<file path="src/rtl/ssc_pkg.sv">
// ----------------------------------------------------------------------------
// ssc_pkg
// Shared widths and the per-cell record of the swept sphere contact pipeline.
// ----------------------------------------------------------------------------
package ssc_pkg;

  localparam int unsigned CoordWidth   = 32;
  localparam int unsigned TimeFracBits = 16;

  localparam int unsigned RadWidth  = CoordWidth - 1;
  localparam int unsigned TimeWidth = TimeFracBits + 1;
  // magnitudes of sums of three squares or three products
  localparam int unsigned SumWidth  = 2 * CoordWidth + 2;
  // split of a SumWidth value for the partial products
  localparam int unsigned LoWidth   = (SumWidth + 1) / 2;
  localparam int unsigned HiWidth   = SumWidth - LoWidth;
  localparam int unsigned ProdWidth = 2 * SumWidth;
  // working width of the time search, signed
  localparam int unsigned SrchWidth = SumWidth + 2 * TimeFracBits + 4;
  localparam int unsigned NumCells  = TimeFracBits + 1;

  localparam int unsigned InDataWidth  = ((6 * CoordWidth + 2 * RadWidth + 7) / 8) * 8;
  localparam int unsigned OutDataWidth = ((1 + TimeWidth + 7) / 8) * 8;

  typedef struct packed {
    logic                 valid;
    logic                 touch;
    logic                 ok;
    logic [TimeWidth-1:0] k;
    logic [TimeWidth-1:0] m;
    logic [SrchWidth-1:0] f;
    logic [SrchWidth-1:0] g;
    logic [SrchWidth-1:0] a2;
    logic [SrchWidth-1:0] a1;
    logic [SrchWidth-1:0] s2;
    logic [SrchWidth-1:0] ak2;
  } cell_t;

endpackage

</file>
<file path="src/rtl/ssc_cell.sv">
// ----------------------------------------------------------------------------
// ssc_cell
// One bit of the contact time search: try setting the current time bit and
// keep it if the time stays at or before the earlier root.
// ----------------------------------------------------------------------------
module ssc_cell import ssc_pkg::*; (
  input  logic  clk_i,
  input  logic  rst_ni,
  input  logic  en_i,
  input  cell_t cell_i,
  output cell_t cell_o
);

  cell_t cell_q;
  logic [SrchWidth-1:0] fn, gn;
  logic                 take;

  // f tracks a k^2 - 2 s k 2^F + c 2^2F, g tracks s 2^F - a k
  assign fn   = cell_i.f + cell_i.ak2 + cell_i.a2 - cell_i.s2;
  assign gn   = cell_i.g - cell_i.a1;
  assign take = cell_i.ok && !cell_i.k[TimeFracBits] && !gn[SrchWidth-1] && !fn[SrchWidth-1];

  always_ff @(posedge clk_i or negedge rst_ni) begin
    if (!rst_ni) begin
      cell_q.valid <= 1'b0;
    end else if (en_i) begin
      cell_q.valid <= cell_i.valid;
      cell_q.touch <= cell_i.touch;
      cell_q.ok    <= cell_i.ok;
      cell_q.k     <= take ? (cell_i.k | cell_i.m) : cell_i.k;
      cell_q.m     <= cell_i.m >> 1;
      cell_q.f     <= take ? fn : cell_i.f;
      cell_q.g     <= take ? gn : cell_i.g;
      cell_q.a2    <= cell_i.a2 >> 2;
      cell_q.a1    <= cell_i.a1 >> 1;
      cell_q.s2    <= cell_i.s2 >> 1;
      cell_q.ak2   <= (cell_i.ak2 >> 1) + (take ? cell_i.a2 : '0);
    end
  end

  assign cell_o = cell_q;

endmodule

</file>
<file path="config.mk">
export PLATFORM = sky130hd
export DESIGN_NAME = ssc_cell
export DESIGN_NICKNAME = d
export VERILOG_FILES = /design/src/rtl/ssc_pkg.sv /design/src/rtl/ssc_cell.sv
export SDC_FILE = /design/constraint.sdc
export NUM_CORES = 2
export LEC_CHECK = 0
export ABC_CLOCK_PERIOD_IN_PS = 1000
export BUFFER_PORTS_ARGS = -buffer_cell sky130_fd_sc_hd__buf_2
export CORE_AREA = 2 2 505 507
export CTS_CLUSTER_DIAMETER = 100
export DETAILED_ROUTE_END_ITERATION = 12
export DIE_AREA = 0 0 507 509
export GPL_TIMING_DRIVEN = 0
export PLACE_DENSITY = 0.47
export SLEW_MARGIN = 20
export SYNTH_ARGS = -nofsm -noshare
export SYNTH_HDL_FRONTEND = slang
export SYNTH_SLANG_ARGS = --single-unit
export TNS_END_PERCENT = 30
</file>
<file path="constraint.sdc">
create_clock -name clk_i -period 1 [get_ports clk_i]
set_clock_uncertainty 0.05 [all_clocks]
set_input_delay 0.3 -clock clk_i [delete_from_list [all_inputs] [get_ports clk_i]]
set_output_delay 0.3 -clock clk_i [all_outputs]
set_load 0.05 [all_outputs]
</file>
==> metrics.yaml <==
run_status:
  outcome: "finished with violations"
  violations: "hold timing, setup timing"
synth:
  yosys.area.top_type_share_pct: 40.8
  synth_edf_count: 643
  ys_types: 91
  async_flop_share_pct: 0.155
  yosys_warnings: 0
  syn_avg_cell_area_um2: 9.76
  synth_cells: 4845
  syn_area_um2: 47300
  synth_most_common_cell: "inv_1"
  netlist_top_cells_area: "edfxtp_1, fa_1, ha_1"
  yosysTopAreaCell: "edfxtp_1"
  yosysSeqAreaShare_pct: 40.9
  ys_seq_elements: 644
  synth_ff_type: "edfxtp_1"
  synthTopCellsByCount: "inv_1, edfxtp_1, nand2_1, a21oi_1"
grt:
  use_met3_pct: 6.21
  grtUsageMet2_pct: 33.9
  grt_max_degree: 58
  antenna_found_initial: 109
  busiest_layer: "met2"
  grt_pass1_vias: 47172
  gr-total-overflow: 0
  gr-usage-met1_pct: 27.9
  grt_util_all_layers_pct: 21.4
  grt_pass1_wl_um: 387000
placed_design:
  pre_cts_ws_ns: -12.62
  place_hpwl_um: 239000
  io_buffers: 1295
  gp_congestion: 0.929
  post-place-cells: 9527
worst_setup_path:
  crit_top_cell: "o2111ai_4"
  start_kind: "primary input"
  startpoint: "cell_i[307]"
  r2r_slack_ns: 0.21
  arrival_ns: 8.82
  r2r_cells: 1
  cp-endpoint: "cell_o[98]"
  path_class: "primary input to flop"
  cp_slowest_cell: "o41ai_4"
  max_stage_delay_ns: 0.58
  end_kind: "flop"
  worstPathRequired_ns: 1.41
  worstReg2RegEnd: "cell_o[648]"
  r2r-start: "cell_o[648]"
  crit_fanout: 10
power:
  p_leak_nw: 31.1
  cellPowerDensity_nw_per_um2: 1790
  ir_worst_vdd_v: 0.00139
drt:
  drtIter0Drc: 3667
  dr.pass1.iters: 5
  drc: 0
  routed_wl_um: 288000
  routedWlPerCell_um: 27.8
  vias: 46903
  vias_per_cell: 4.53
  antenna_left: 0
cells_and_area:
  finalNetCount: 8042
  fillers: 27095
  syn_to_final_growth_pct: 50.4
  drive_gt1_share_pct: 30.1
  largest_register_ffs: 644
  final_cells: 10358
timing:
  fmax_mhz: 119
  worst_pin_slew_ns: 1.24
  layout_min_cycle_time_ns: 8.41
  finalMaxSlewViolations: 0
  setup_viol: 1466
  rsz0062_at_grt: "yes"
  fin_hold_ws_ns: -0.184
  fin_ws_ns: -7.41
  relSlewSlack_pct: 17.2
  post-route-period-util_pct: 841
  hold_viol: 3
floorplan:
  coreArea_um2: 253000
  initial_utilization_pct: 18.7
  pin_count: 1301
  dieWidth_um: 507
  fp.dieArea_um2: 258000
  chipHeight_um: 509
  core.rowCount: 185
cts:
  cts_max_level: 3
  cts_root_buffer: "clkbuf_16"
  clockBufferDepth: 3
  clk_pin_slew_worst_paths_ns: 0.07
  cts_buffers: 89
  cts.sinks: 644
  clk_latency_ns: 0.73
  hold_buffers: 520
  cts_tree: "done"
worst_hold_path:
  min_path_type: "primary input to flop"
flow_run:
  max_cap_viol_count: 0
[worst max-delay path, delay by kind of cell]
family / cells / cell delay (ns)
xor gates and xnor gates: 1 / 0.11
and+or+nand+nor: 8 / 1.49
AOI/OAI and AO/OA: 14 / 3.86
buffers and inverters: 9 / 1.08
adders and majority gates: 5 / 1.89
[power breakdown]
group	leakage, nW	switching [mW]	internal (mW)
Combinational	23.6	40.6	19.7
Sequential	6.04	0.751	32.8
Clock	1.46	14.8	18.8
[how the worst min path moves through the flow]
stage	startpoint	end	slack (ns)	depth (start not counted)
3_5_place_dp	rst_ni	cell_o[648]	0.03	1
4_1_cts	cell_i[1]	cell_o[0]	-0.29	2
5_1_grt	cell_i[1]	cell_o[0]	-0.24	2
6_report	cell_i[1]	cell_o[0]	-0.18	2
2_1_floorplan	rst_ni	cell_o[648]	-0.05	0
3_3_place_gp	rst_ni	cell_o[648]	0.03	1
[logic make-up (layout without fill, tap and decap cells)]
family | Yosys count | count (layout) | share of synthesized area [%]
AO/OA/AOI/OAI | 1322 | 1322 | 17.5
XOR/XNOR | 289 | 289 | 5.35
adder cells (fa/ha/maj) | 507 | 507 | 16.6
buffers and inverters | 903 | 3011 | 7.39
flip-flops | 644 | 644 | 40.9
multiplexers | 41 | 41 | 0.947
other | 1 | 40 | 0.00793
AND/OR/NAND/NOR | 1138 | 1138 | 11.3
[layer usage]
metal  routed length (um)  vias to the layer above
met2               130000                     2066
met1               124000                    23377
met4                 9100                       16
li1                     -                    21068
met3                25400                      376
met5                  102                        -
[placed cells by master (no fill, tap or decap), types with 23 or more instances in the layout]
cell and instances:
nand4_1 104, buf_2 1329, nor3_1 54, a21oi_1 350, nand3_1 42, ha_1 255
buf_6 56, o21ai_2 26, a21oi_4 25, fa_1 201, clkbuf_16 93, nand2b_1 23
o31ai_1 24, inv_1 711, a21o_1 167, o21ai_0 250, and2_1 88, o21a_1 39
dlygate4sd3_1 520, xnor2_1 154, buf_4 85, clkbuf_1 77, a21oi_2 40, ha_4 27
a31oi_1 27, xor2_1 95, mux2_2 28, nor2_1 213, o21ai_1 58, edfxtp_1 643
diode_2 35, o21bai_1 93, buf_12 25, nand2_1 439, nor2b_1 26
[area by class of cell]
type | count | area [um2] | area share [%]
plain buffers | 145 | 1050 | 1.47
inverters | 720 | 2720 | 3.82
multi-input cells | 3302 | 27000 | 38.0
repair buffers | 1981 | 13700 | 19.2
flip-flops and latches | 644 | 19300 | 27.2
clock buffers | 99 | 2310 | 3.24
clock inverters | 66 | 692 | 0.973
diodes | 35 | 87.6 | 0.123
well taps | 3366 | 4210 | 5.92
[repair_timing]
item                                    4_1_cts  5_1_grt
pin swaps                                   105      105
gates resized for setup                     437      267
hold endpoints to repair                    521        3
cloned                                        1        1
endpoints found under the setup margin     1455     1474
buffers inserted                            106       56
[metrics by stage]
stage	power [mW]	TNS [ns]	area, um2	util (%)
2_1_floorplan	68.6	-4125.49	47500	-
3_3_place_gp	88.2	-7204.17	58200	23.0
3_5_place_dp	88.1	-3449.20	58700	23.2
4_1_cts	127	-2448.64	69600	27.5
5_1_grt	134	-2537.86	71100	28.1
6_report	127	-2391.54	71100	28.1
Power figures use the tool's default switching activity.
